**src/rtl/core/pps_pkg.sv**
```systemverilog
package pps_pkg;

    localparam int ID_W    = 8;
    localparam int PRIO_W  = 8;
    localparam int BURST_W = 16;
    localparam int MODE_W  = 2;

    localparam logic [MODE_W-1:0] MODE_LOAD   = 2'd0;
    localparam logic [MODE_W-1:0] MODE_TICK   = 2'd1;
    localparam logic [MODE_W-1:0] MODE_CLEAR  = 2'd2;
    localparam logic [MODE_W-1:0] MODE_UNUSED = 2'd3;

    typedef struct packed {
        logic load;
        logic clear;
        logic run;
    } cell_cmd_t;

endpackage

```
**src/rtl/core/sched_if.sv**
```systemverilog
interface sched_in_if #(parameter int TIME_BITS = 16);
    logic                            valid;
    logic                            ready;
    logic [pps_pkg::MODE_W-1:0]      mode;
    logic [pps_pkg::ID_W-1:0]        proc_id;
    logic [TIME_BITS-1:0]            arrival;
    logic [pps_pkg::BURST_W-1:0]     burst;
    logic [pps_pkg::PRIO_W-1:0]      prio;

    modport source (output valid, output mode, output proc_id, output arrival,
                    output burst, output prio, input ready);
    modport sink   (input valid, input mode, input proc_id, input arrival,
                    input burst, input prio, output ready);
endinterface

interface sched_out_if #(parameter int TIME_BITS = 16);
    logic                        valid;
    logic                        ready;
    logic [TIME_BITS-1:0]        tick_time;
    logic [pps_pkg::ID_W-1:0]    running_id;
    logic                        idle;
    logic                        finished;
    logic [TIME_BITS-1:0]        turnaround;
    logic [TIME_BITS-1:0]        waiting;
    logic [TIME_BITS-1:0]        response;
    logic                        all_done;

    modport source (output valid, output tick_time, output running_id, output idle,
                    output finished, output turnaround, output waiting,
                    output response, output all_done, input ready);
    modport sink   (input valid, input tick_time, input running_id, input idle,
                    input finished, input turnaround, input waiting,
                    input response, input all_done, output ready);
endinterface

```
**src/rtl/core/pps_cell.sv**
```systemverilog
module pps_cell #(
    parameter int IW        = 4,
    parameter int TIME_BITS = 16,
    parameter int IDX       = 0
) (
    input  logic                          clk,
    input  logic                          rst_n,
    input  pps_pkg::cell_cmd_t            cmd,
    input  logic [IW-1:0]                 load_idx,
    input  logic [IW-1:0]                 sel_idx,
    input  logic [TIME_BITS-1:0]          now,
    input  logic [pps_pkg::ID_W-1:0]      ld_id,
    input  logic [TIME_BITS-1:0]          ld_arr,
    input  logic [pps_pkg::BURST_W-1:0]   ld_burst,
    input  logic [pps_pkg::PRIO_W-1:0]    ld_prio,
    input  logic                          in_found,
    input  logic [IW-1:0]                 in_idx,
    input  logic [pps_pkg::PRIO_W-1:0]    in_prio,
    input  logic [TIME_BITS-1:0]          in_arr,
    input  logic [pps_pkg::ID_W-1:0]      in_id,
    input  logic [pps_pkg::BURST_W-1:0]   in_burst,
    input  logic [pps_pkg::BURST_W-1:0]   in_rem,
    input  logic [TIME_BITS-1:0]          in_start,
    input  logic                          in_started,
    output logic                          out_found,
    output logic [IW-1:0]                 out_idx,
    output logic [pps_pkg::PRIO_W-1:0]    out_prio,
    output logic [TIME_BITS-1:0]          out_arr,
    output logic [pps_pkg::ID_W-1:0]      out_id,
    output logic [pps_pkg::BURST_W-1:0]   out_burst,
    output logic [pps_pkg::BURST_W-1:0]   out_rem,
    output logic [TIME_BITS-1:0]          out_start,
    output logic                          out_started
);

    localparam logic [IW-1:0] MY_IDX = IW'(IDX);

    logic                        valid_reg;
    logic                        done_reg;
    logic                        started_reg;
    logic [pps_pkg::ID_W-1:0]    id_reg;
    logic [TIME_BITS-1:0]        arr_reg;
    logic [pps_pkg::BURST_W-1:0] burst_reg;
    logic [pps_pkg::PRIO_W-1:0]  prio_reg;
    logic [pps_pkg::BURST_W-1:0] rem_reg;
    logic [TIME_BITS-1:0]        start_reg;
    logic [pps_pkg::BURST_W-1:0] rem_next;
    logic                        found_reg;
    logic [IW-1:0]               c_idx_reg;
    logic [pps_pkg::PRIO_W-1:0]  c_prio_reg;
    logic [TIME_BITS-1:0]        c_arr_reg;
    logic [pps_pkg::ID_W-1:0]    c_id_reg;
    logic [pps_pkg::BURST_W-1:0] c_burst_reg;
    logic [pps_pkg::BURST_W-1:0] c_rem_reg;
    logic [TIME_BITS-1:0]        c_start_reg;
    logic                        c_started_reg;
    logic                        eligible;
    logic                        better;
    logic                        do_load;
    logic                        do_run;

    assign eligible = valid_reg && !done_reg && (arr_reg <= now);
    assign better   = eligible && (!in_found || (prio_reg < in_prio) ||
                      ((prio_reg == in_prio) && (arr_reg < in_arr)));
    assign do_load  = cmd.load && (load_idx == MY_IDX);
    assign do_run   = cmd.run && (sel_idx == MY_IDX);
    assign rem_next = (rem_reg != '0) ? rem_reg - 1'b1 : rem_reg;

    always_ff @(posedge clk or negedge rst_n)
    begin
        if (!rst_n)
        begin
            valid_reg   <= 1'b0;
            done_reg    <= 1'b0;
            started_reg <= 1'b0;
            found_reg   <= 1'b0;
        end
        else
        begin
            found_reg <= better || in_found;
            if (cmd.clear)
            begin
                valid_reg <= 1'b0;
            end
            else if (do_load)
            begin
                valid_reg   <= 1'b1;
                done_reg    <= 1'b0;
                started_reg <= 1'b0;
            end
            else if (do_run)
            begin
                started_reg <= 1'b1;
                if (rem_next == '0)
                begin
                    done_reg <= 1'b1;
                end
            end
        end
    end

    always_ff @(posedge clk)
    begin
        if (do_load)
        begin
            id_reg    <= ld_id;
            arr_reg   <= ld_arr;
            burst_reg <= ld_burst;
            prio_reg  <= ld_prio;
            rem_reg   <= ld_burst;
            start_reg <= '0;
        end
        else if (do_run)
        begin
            rem_reg <= rem_next;
            if (!started_reg)
            begin
                start_reg <= now;
            end
        end
        if (better)
        begin
            c_idx_reg     <= MY_IDX;
            c_prio_reg    <= prio_reg;
            c_arr_reg     <= arr_reg;
            c_id_reg      <= id_reg;
            c_burst_reg   <= burst_reg;
            c_rem_reg     <= rem_reg;
            c_start_reg   <= start_reg;
            c_started_reg <= started_reg;
        end
        else
        begin
            c_idx_reg     <= in_idx;
            c_prio_reg    <= in_prio;
            c_arr_reg     <= in_arr;
            c_id_reg      <= in_id;
            c_burst_reg   <= in_burst;
            c_rem_reg     <= in_rem;
            c_start_reg   <= in_start;
            c_started_reg <= in_started;
        end
    end

    assign out_found   = found_reg;
    assign out_idx     = c_idx_reg;
    assign out_prio    = c_prio_reg;
    assign out_arr     = c_arr_reg;
    assign out_id      = c_id_reg;
    assign out_burst   = c_burst_reg;
    assign out_rem     = c_rem_reg;
    assign out_start   = c_start_reg;
    assign out_started = c_started_reg;

endmodule

```
**src/rtl/core/preemptive_priority_scheduler.sv**
```systemverilog
// Load and clear words produce no result. A tick word lets the best candidate ripple
// through the row of process cells, then commits it, writing the result word to the
// output register; the commit waits while the previous result word is still unread.
// One word is in flight at a time, so a new word is taken only after a tick commits.
// Reset (rst_n low, asynchronous) empties the table and zeroes the clock and counts.
module preemptive_priority_scheduler #(
    parameter int MAX_PROCS = 16,
    parameter int TIME_BITS = 16
) (
    input  logic        clk,
    input  logic        rst_n,
    sched_in_if.sink    in_ch,
    sched_out_if.source out_ch
);

    localparam int IW = (MAX_PROCS > 1) ? $clog2(MAX_PROCS) : 1;
    localparam int CW = $clog2(MAX_PROCS + 1);
    localparam int WW = (TIME_BITS > pps_pkg::BURST_W) ? TIME_BITS : pps_pkg::BURST_W;
    localparam logic [TIME_BITS-1:0] TIME_MAX = '1;

    typedef enum logic [2:0] {
        ST_IDLE  = 3'b001,
        ST_SCAN  = 3'b010,
        ST_FINAL = 3'b100
    } state_t;

    state_t                      state_reg, state_next;
    logic [IW-1:0]               scan_cnt_reg, scan_cnt_next;
    logic [CW-1:0]               count_reg;
    logic [CW-1:0]               done_cnt_reg;
    logic [CW-1:0]               done_cnt_next;
    logic [TIME_BITS-1:0]        now_reg;
    logic [TIME_BITS-1:0]        now_next;
    logic                        out_valid_reg;
    logic [TIME_BITS-1:0]        tick_time_reg;
    logic [pps_pkg::ID_W-1:0]    running_id_reg;
    logic                        idle_reg;
    logic                        finished_reg;
    logic [TIME_BITS-1:0]        turnaround_reg;
    logic [TIME_BITS-1:0]        waiting_reg;
    logic [TIME_BITS-1:0]        response_reg;
    logic                        all_done_reg;

    logic                        in_fire;
    logic                        final_fire;
    pps_pkg::cell_cmd_t          cmd;

    logic                        ch_found   [MAX_PROCS+1];
    logic [IW-1:0]               ch_idx     [MAX_PROCS+1];
    logic [pps_pkg::PRIO_W-1:0]  ch_prio    [MAX_PROCS+1];
    logic [TIME_BITS-1:0]        ch_arr     [MAX_PROCS+1];
    logic [pps_pkg::ID_W-1:0]    ch_id      [MAX_PROCS+1];
    logic [pps_pkg::BURST_W-1:0] ch_burst   [MAX_PROCS+1];
    logic [pps_pkg::BURST_W-1:0] ch_rem     [MAX_PROCS+1];
    logic [TIME_BITS-1:0]        ch_start   [MAX_PROCS+1];
    logic                        ch_started [MAX_PROCS+1];

    logic                        w_found;
    logic [pps_pkg::BURST_W-1:0] rem_dec;
    logic                        w_fin;
    logic [TIME_BITS-1:0]        tat;
    logic [WW-1:0]               tat_w;
    logic [WW-1:0]               burst_w;
    logic [TIME_BITS-1:0]        wt;
    logic [TIME_BITS-1:0]        start_eff;
    logic [TIME_BITS-1:0]        resp;

    assign in_ch.ready = (state_reg == ST_IDLE);
    assign in_fire     = in_ch.valid && in_ch.ready;
    assign final_fire  = (state_reg == ST_FINAL) && (!out_valid_reg || out_ch.ready);

    assign cmd.load  = in_fire && (in_ch.mode == pps_pkg::MODE_LOAD) &&
                       (count_reg < CW'(MAX_PROCS));
    assign cmd.clear = in_fire && (in_ch.mode == pps_pkg::MODE_CLEAR);
    assign cmd.run   = final_fire && w_found;

    assign ch_found[0]   = 1'b0;
    assign ch_idx[0]     = '0;
    assign ch_prio[0]    = '0;
    assign ch_arr[0]     = '0;
    assign ch_id[0]      = '0;
    assign ch_burst[0]   = '0;
    assign ch_rem[0]     = '0;
    assign ch_start[0]   = '0;
    assign ch_started[0] = 1'b0;

    for (genvar k = 0; k < MAX_PROCS; k++)
    begin : g_cells
        pps_cell #(
            .IW        (IW),
            .TIME_BITS (TIME_BITS),
            .IDX       (k)
        ) u_cell (
            .clk         (clk),
            .rst_n       (rst_n),
            .cmd         (cmd),
            .load_idx    (count_reg[IW-1:0]),
            .sel_idx     (ch_idx[MAX_PROCS]),
            .now         (now_reg),
            .ld_id       (in_ch.proc_id),
            .ld_arr      (in_ch.arrival),
            .ld_burst    (in_ch.burst),
            .ld_prio     (in_ch.prio),
            .in_found    (ch_found[k]),
            .in_idx      (ch_idx[k]),
            .in_prio     (ch_prio[k]),
            .in_arr      (ch_arr[k]),
            .in_id       (ch_id[k]),
            .in_burst    (ch_burst[k]),
            .in_rem      (ch_rem[k]),
            .in_start    (ch_start[k]),
            .in_started  (ch_started[k]),
            .out_found   (ch_found[k+1]),
            .out_idx     (ch_idx[k+1]),
            .out_prio    (ch_prio[k+1]),
            .out_arr     (ch_arr[k+1]),
            .out_id      (ch_id[k+1]),
            .out_burst   (ch_burst[k+1]),
            .out_rem     (ch_rem[k+1]),
            .out_start   (ch_start[k+1]),
            .out_started (ch_started[k+1])
        );
    end

    assign w_found   = ch_found[MAX_PROCS];
    assign rem_dec   = (ch_rem[MAX_PROCS] != '0) ? ch_rem[MAX_PROCS] - 1'b1 : '0;
    assign w_fin     = w_found && (rem_dec == '0);
    assign now_next  = (now_reg == TIME_MAX) ? now_reg : now_reg + 1'b1;
    assign tat       = now_next - ch_arr[MAX_PROCS];
    assign tat_w     = WW'(tat);
    assign burst_w   = WW'(ch_burst[MAX_PROCS]);
    assign wt        = (tat_w > burst_w) ? TIME_BITS'(tat_w - burst_w) : '0;
    assign start_eff = ch_started[MAX_PROCS] ? ch_start[MAX_PROCS] : now_reg;
    assign resp      = start_eff - ch_arr[MAX_PROCS];
    assign done_cnt_next = done_cnt_reg + CW'(w_fin);

    always_comb
    begin
        state_next    = state_reg;
        scan_cnt_next = scan_cnt_reg;
        case (state_reg)
            ST_IDLE:
            begin
                scan_cnt_next = '0;
                if (in_fire && (in_ch.mode == pps_pkg::MODE_TICK))
                begin
                    state_next = ST_SCAN;
                end
            end
            ST_SCAN:
            begin
                if (scan_cnt_reg == IW'(MAX_PROCS - 1))
                begin
                    state_next    = ST_FINAL;
                    scan_cnt_next = '0;
                end
                else
                begin
                    scan_cnt_next = scan_cnt_reg + 1'b1;
                end
            end
            ST_FINAL:
            begin
                if (final_fire)
                begin
                    state_next = ST_IDLE;
                end
            end
            default:
            begin
                state_next    = ST_IDLE;
                scan_cnt_next = '0;
            end
        endcase
    end

    always_ff @(posedge clk or negedge rst_n)
    begin
        if (!rst_n)
        begin
            state_reg     <= ST_IDLE;
            scan_cnt_reg  <= '0;
            count_reg     <= '0;
            done_cnt_reg  <= '0;
            now_reg       <= '0;
            out_valid_reg <= 1'b0;
        end
        else
        begin
            state_reg    <= state_next;
            scan_cnt_reg <= scan_cnt_next;
            if (cmd.clear)
            begin
                count_reg    <= '0;
                done_cnt_reg <= '0;
                now_reg      <= '0;
            end
            else if (cmd.load)
            begin
                count_reg <= count_reg + 1'b1;
            end
            else if (final_fire)
            begin
                now_reg      <= now_next;
                done_cnt_reg <= done_cnt_next;
            end
            if (final_fire)
            begin
                out_valid_reg <= 1'b1;
            end
            else if (out_ch.ready)
            begin
                out_valid_reg <= 1'b0;
            end
        end
    end

    always_ff @(posedge clk)
    begin
        if (final_fire)
        begin
            tick_time_reg  <= now_reg;
            running_id_reg <= w_found ? ch_id[MAX_PROCS] : '0;
            idle_reg       <= !w_found;
            finished_reg   <= w_fin;
            turnaround_reg <= w_fin ? tat : '0;
            waiting_reg    <= w_fin ? wt : '0;
            response_reg   <= w_fin ? resp : '0;
            all_done_reg   <= (done_cnt_next >= count_reg);
        end
    end

    assign out_ch.valid      = out_valid_reg;
    assign out_ch.tick_time  = tick_time_reg;
    assign out_ch.running_id = running_id_reg;
    assign out_ch.idle       = idle_reg;
    assign out_ch.finished   = finished_reg;
    assign out_ch.turnaround = turnaround_reg;
    assign out_ch.waiting    = waiting_reg;
    assign out_ch.response   = response_reg;
    assign out_ch.all_done   = all_done_reg;

    a_done_le_count: assert property (@(posedge clk) disable iff (!rst_n)
        done_cnt_reg <= count_reg)
        else $error("completed count exceeds loaded count");

    a_final_gives_word: assert property (@(posedge clk) disable iff (!rst_n)
        final_fire |=> out_ch.valid && (state_reg == ST_IDLE))
        else $error("committed tick left no result word");

    a_scan_cnt_idle: assert property (@(posedge clk) disable iff (!rst_n)
        (state_reg != ST_SCAN) |-> (scan_cnt_reg == '0))
        else $error("scan counter running outside the scan");

    a_run_is_loaded: assert property (@(posedge clk) disable iff (!rst_n)
        cmd.run |-> (CW'(ch_idx[MAX_PROCS]) < count_reg))
        else $error("selected process lies beyond the loaded table");

endmodule

```
**src/flat_wrapper.sv**
```systemverilog
// flat-port wrapper written by rule: the top's interface ports become plain ports
module preemptive_priority_scheduler_flat 
#(
    parameter int MAX_PROCS = 16,
    parameter int TIME_BITS = 16
)
  (clk, rst_n, in_ch_valid, in_ch_mode, in_ch_proc_id, in_ch_arrival, in_ch_burst, in_ch_prio, in_ch_ready, out_ch_valid, out_ch_tick_time, out_ch_running_id, out_ch_idle, out_ch_finished, out_ch_turnaround, out_ch_waiting, out_ch_response, out_ch_all_done, out_ch_ready);
  sched_in_if #(.TIME_BITS(TIME_BITS)) in_ch_i ();
  sched_out_if #(.TIME_BITS(TIME_BITS)) out_ch_i ();
  input  logic clk;
  input  logic rst_n;
  input wire logic [$bits(in_ch_i.valid)-1:0] in_ch_valid;
  input wire logic [$bits(in_ch_i.mode)-1:0] in_ch_mode;
  input wire logic [$bits(in_ch_i.proc_id)-1:0] in_ch_proc_id;
  input wire logic [$bits(in_ch_i.arrival)-1:0] in_ch_arrival;
  input wire logic [$bits(in_ch_i.burst)-1:0] in_ch_burst;
  input wire logic [$bits(in_ch_i.prio)-1:0] in_ch_prio;
  output wire logic [$bits(in_ch_i.ready)-1:0] in_ch_ready;
  output wire logic [$bits(out_ch_i.valid)-1:0] out_ch_valid;
  output wire logic [$bits(out_ch_i.tick_time)-1:0] out_ch_tick_time;
  output wire logic [$bits(out_ch_i.running_id)-1:0] out_ch_running_id;
  output wire logic [$bits(out_ch_i.idle)-1:0] out_ch_idle;
  output wire logic [$bits(out_ch_i.finished)-1:0] out_ch_finished;
  output wire logic [$bits(out_ch_i.turnaround)-1:0] out_ch_turnaround;
  output wire logic [$bits(out_ch_i.waiting)-1:0] out_ch_waiting;
  output wire logic [$bits(out_ch_i.response)-1:0] out_ch_response;
  output wire logic [$bits(out_ch_i.all_done)-1:0] out_ch_all_done;
  input wire logic [$bits(out_ch_i.ready)-1:0] out_ch_ready;
  assign in_ch_i.valid = in_ch_valid;
  assign in_ch_i.mode = in_ch_mode;
  assign in_ch_i.proc_id = in_ch_proc_id;
  assign in_ch_i.arrival = in_ch_arrival;
  assign in_ch_i.burst = in_ch_burst;
  assign in_ch_i.prio = in_ch_prio;
  assign in_ch_ready = in_ch_i.ready;
  assign out_ch_valid = out_ch_i.valid;
  assign out_ch_tick_time = out_ch_i.tick_time;
  assign out_ch_running_id = out_ch_i.running_id;
  assign out_ch_idle = out_ch_i.idle;
  assign out_ch_finished = out_ch_i.finished;
  assign out_ch_turnaround = out_ch_i.turnaround;
  assign out_ch_waiting = out_ch_i.waiting;
  assign out_ch_response = out_ch_i.response;
  assign out_ch_all_done = out_ch_i.all_done;
  assign out_ch_i.ready = out_ch_ready;
  preemptive_priority_scheduler #(.MAX_PROCS(MAX_PROCS), .TIME_BITS(TIME_BITS)) u_core (.clk(clk), .rst_n(rst_n), .in_ch(in_ch_i), .out_ch(out_ch_i));
endmodule
```
**config.mk**
```make
export PLATFORM = sky130hd
export DESIGN_NAME = preemptive_priority_scheduler_flat
export DESIGN_NICKNAME = d
export VERILOG_FILES = /design/src/rtl/core/pps_pkg.sv /design/src/rtl/core/sched_if.sv /design/src/rtl/core/pps_cell.sv /design/src/rtl/core/preemptive_priority_scheduler.sv /design/src/flat_wrapper.sv
export SDC_FILE = /design/constraint.sdc
export NUM_CORES = 2
export LEC_CHECK = 0
export ABC_AREA = 1
export BUFFER_PORTS_ARGS = -buffer_cell sky130_fd_sc_hd__buf_2
export CORE_ASPECT_RATIO = 0.5
export CORE_MARGIN = 5
export CORE_UTILIZATION = 50
export DETAILED_ROUTE_END_ITERATION = 12
export HOLD_SLACK_MARGIN = 0.15
export PLACE_DENSITY = 0.63
export SLEW_MARGIN = 20
export SYNTH_ARGS = -nofsm -noshare
export SYNTH_HDL_FRONTEND = slang
export SYNTH_SLANG_ARGS = --single-unit
```
**constraint.sdc**
```tcl
create_clock -name clk -period 5.9 [get_ports clk]
set_input_delay 0.295 -clock clk [delete_from_list [all_inputs] [get_ports clk]]
set_output_delay 0.295 -clock clk [all_outputs]
set_load 0.02 [all_outputs]
```
==> run summary <==
Cell variety after synth - 62
Crit path from - u_core.now_reg[0]
Ranking of synthesized cells by area - edfxtp_1 28%, dfxtp_1 27%, nand2_1 12%, ha_1 7.3%, nand3_1 6.0%
Post-synthesis instance total - 13300
# fillers - 21100
Pint - 37800 uW
Sink Count - 2790
Worst skew pair latency - 0.92 ns
Sw Ratio - 0.333
GRT Util Overall - 0.267
Setup crit end - u_core.out_ch.waiting[14]
Buffers on Ports - 130
Max-cap violations - 0
First-pass GRT wire length - 517 mm
Multi-input gate area - 0.0453 mm2
Crit path capture type - flop
PD cells - 429 mW/mm2
Part of the cycle the worst path needs - 0.847
Drt pass-1 iters - 6
DR DRC count - 0
Cell accounting for the most synthesized area - edfxtp_1
Sequential power share - 0.450
Switching power - 18800 uW
Clock H-tree levels - 4
Slew Viols, Final - 0
Most numerous cell in the Yosys netlist - nand2_1
CTS root buffer - clkbuf_16
Synthesized flop and latch total - 2790
1st-iter DRT viols - 10200
Worst Tran Pin Value - 1.15 ns
Commonest cells in the netlist - 3696 x nand2_1, 1593 x dfxtp_1, 1440 x nand3_1
Critical path class - flop to flop
Vias in the first global route - 83200
Post-synthesis sequential area ratio - 0.564
Hold Startpoint - out_ch_ready
Clock Tree Buf Depth - 4
Clock network power share - 0.297
GR Overflow Total - 0
Synthesized cell area - 0.119 mm2
Post-Route WL - 342 mm
Post-Route Setup TNS - 0 ns
Hold crit path type - input pin to flop
Vias - 90000
Placer Congestion - 0.895
Critical path data required time - 6.62 ns
# rows - 126
# setup viols final - 0
Peak supply drop - 317 uV
Initial antenna violation count - 35
Worst flop-to-flop path endpoint - u_core.out_ch.waiting[14]
Final nets - 14000
Setup slack, reg-to-reg - 0.90 ns
Boundary Pins - 131
Die area - 0.249 mm2
Core Area - 0.237 mm2
Async SR Flop Fraction - 0.0351
Crit path max fanout - 16
Register area - 0.0673 mm2
Nature of the critical path startpoint - flop
Max-slew headroom - 0.230
DR WL/cell - 20.5 um
Largest net degree at the start of global routing - 85
Post_cts resized - 0
Yosys top cell area share - 0.276
Post-route minimum period - 5.00 ns
Die X - 701 um
Yosys warnings - 0
Reg2Reg Launch Point - u_core.now_reg[0]
RSZ-0062 raised after global routing - false
Util after Layout - 0.558
DR vias/cell - 5.40
Layout area overhead - 10.5%
Outcome - completed
Avg Inst Size Synth - 9.00 um2
Number of synthesized flops with an enable pin - 1099
Most frequent cell on the critical path - nand2_1
Syn nets - 14000
LEAKAGE - 0.0581 uW
Chip height - 356 um
Worst path slowest cell - fa_1
CP peak stage delay - 0.42 ns
Reg2Reg Depth - 28
CTS clk-pin slew, worst paths - 0.07 ns
Fmax - 200 MHz
CTS tree - yes
Main synth FF type - dfxtp_1
Final Skew - 0.0771 ns
CP arrival - 5.71 ns
Share of layout cells above drive strength 1 - 0.0620
Post-route ant nets - 0
Comb pwr share - 0.253
DP Wirelength - 235 mm
Total CTS buffers - 245
Final Hold Viols - 0
Initial core utilization - 0.504
[worst max-delay path: cells and delay by family, from the launching register on]
kind | cells | cell delay (ns)
and+or+nand+nor | 14 | 1.77
DFF | 1 | 0.36
AOI/OAI and AO/OA | 3 | 0.54
xor gates and xnor gates | 2 | 0.48
adders and majority gates | 4 | 1.16
buffers and inverters | 5 | 0.54
[placed cells by master (no fill, tap or decap), types with 23 or more instances in the layout]
cell type      count
a211oi_1          74
a21oi_1          579
buf_2            129
buf_4            136
clkbuf_1          47
clkbuf_16        262
clkbuf_8          39
clkinv_2          46
dfrtp_1           96
dfxtp_1         1593
dlygate4sd3_1     56
edfxtp_1        1099
ha_1             693
inv_1           1227
nand2_1         3676
nand3_1         1434
nand3b_1          23
nand4_1          103
nor2_1           728
nor3_1            84
o21a_1            27
o21ai_0          685
o21ai_1           56
or2_2             38
xnor2_1           43
xor2_1           180
[kinds of logic after synthesis]
kind of cell / count (synthesis) / synth area share
multiplexers: 1 / 0.0000838
buffers and inverters: 1833 / 0.0609
adder cells (fa/ha/maj): 696 / 0.0731
AO/OA/AOI/OAI: 1512 / 0.0671
XOR/XNOR: 226 / 0.0168
AND/OR/NAND/NOR: 6209 / 0.218
flip-flops: 2790 / 0.564
[power by group through the flow]
stage | Combinational, uW | Sequential [uW] | Clock (uW)
finish | 14300 | 25500 | 16800
global route | 16200 | 25800 | 17900
CTS | 14200 | 25400 | 17100
detailed placement | 14100 | 25800 | 0
global placement | 13900 | 25800 | 0
floorplan | 9700 | 25100 | 0
[repair_timing]
| item | in CTS | in global routing |
|---|---|---|
| buffers inserted | 0 | 1 |
| setup endpoints to repair | 0 | 16 |
| hold buffers | 57 | 0 |
| hold endpoints to repair | 792 | 0 |
[layer usage]
| layer | wire (um) | vias to the layer above | GRT usage |
|---|---|---|---|
| met1 | 171000 | 42300 | 0.438 |
| li1 | - | 43700 | - |
| met5 | 0 | - | 0 |
| met4 | 6700 | 0 | 0.0556 |
| met2 | 133000 | 3642 | 0.365 |
| met3 | 31700 | 417 | 0.0421 |
[how the worst min path moves through the flow]
stage / end / cells after the start / slack [ns]
after floorplan: u_core.count_reg[0] / 0 / -0.0006
after global routing: u_core.out_ch.valid / 5 / 0.21
final: u_core.out_ch.valid / 5 / 0.23
after global placement: u_core.out_ch.valid / 1 / 0.34
after detailed placement: u_core.out_ch.valid / 1 / 0.34
after CTS: u_core.out_ch.valid / 5 / 0.15
[final cells by class]
| cell class | count | share of cell area |
|---|---|---|
| tap | 3200 | 0.0303 |
| sequential | 2790 | 0.510 |
| inverter | 1250 | 0.0356 |
| timing repair buffer | 324 | 0.0172 |
| antenna | 8 | 0.000152 |
| multi-input combinational | 8644 | 0.343 |
| clock inverter | 106 | 0.00843 |
| clock buffer | 348 | 0.0551 |
[metrics by stage]
stage | setup slack (ns) | cells | hold WS [ns] | cell area (um2) | total power [uW]
floorplan | 1.23 | 13300 | -0.000591 | 119000 | 34800
global placement | 0.307 | 16200 | 0.344 | 123000 | 39700
detailed placement | 0.379 | 16200 | 0.342 | 123000 | 39900
CTS | 0.382 | 16700 | 0.154 | 132000 | 56700
global route | 0.445 | 16700 | 0.213 | 132000 | 59900
finish | 0.904 | 16700 | 0.229 | 132000 | 56600
(Power assumes the default switching activity.)
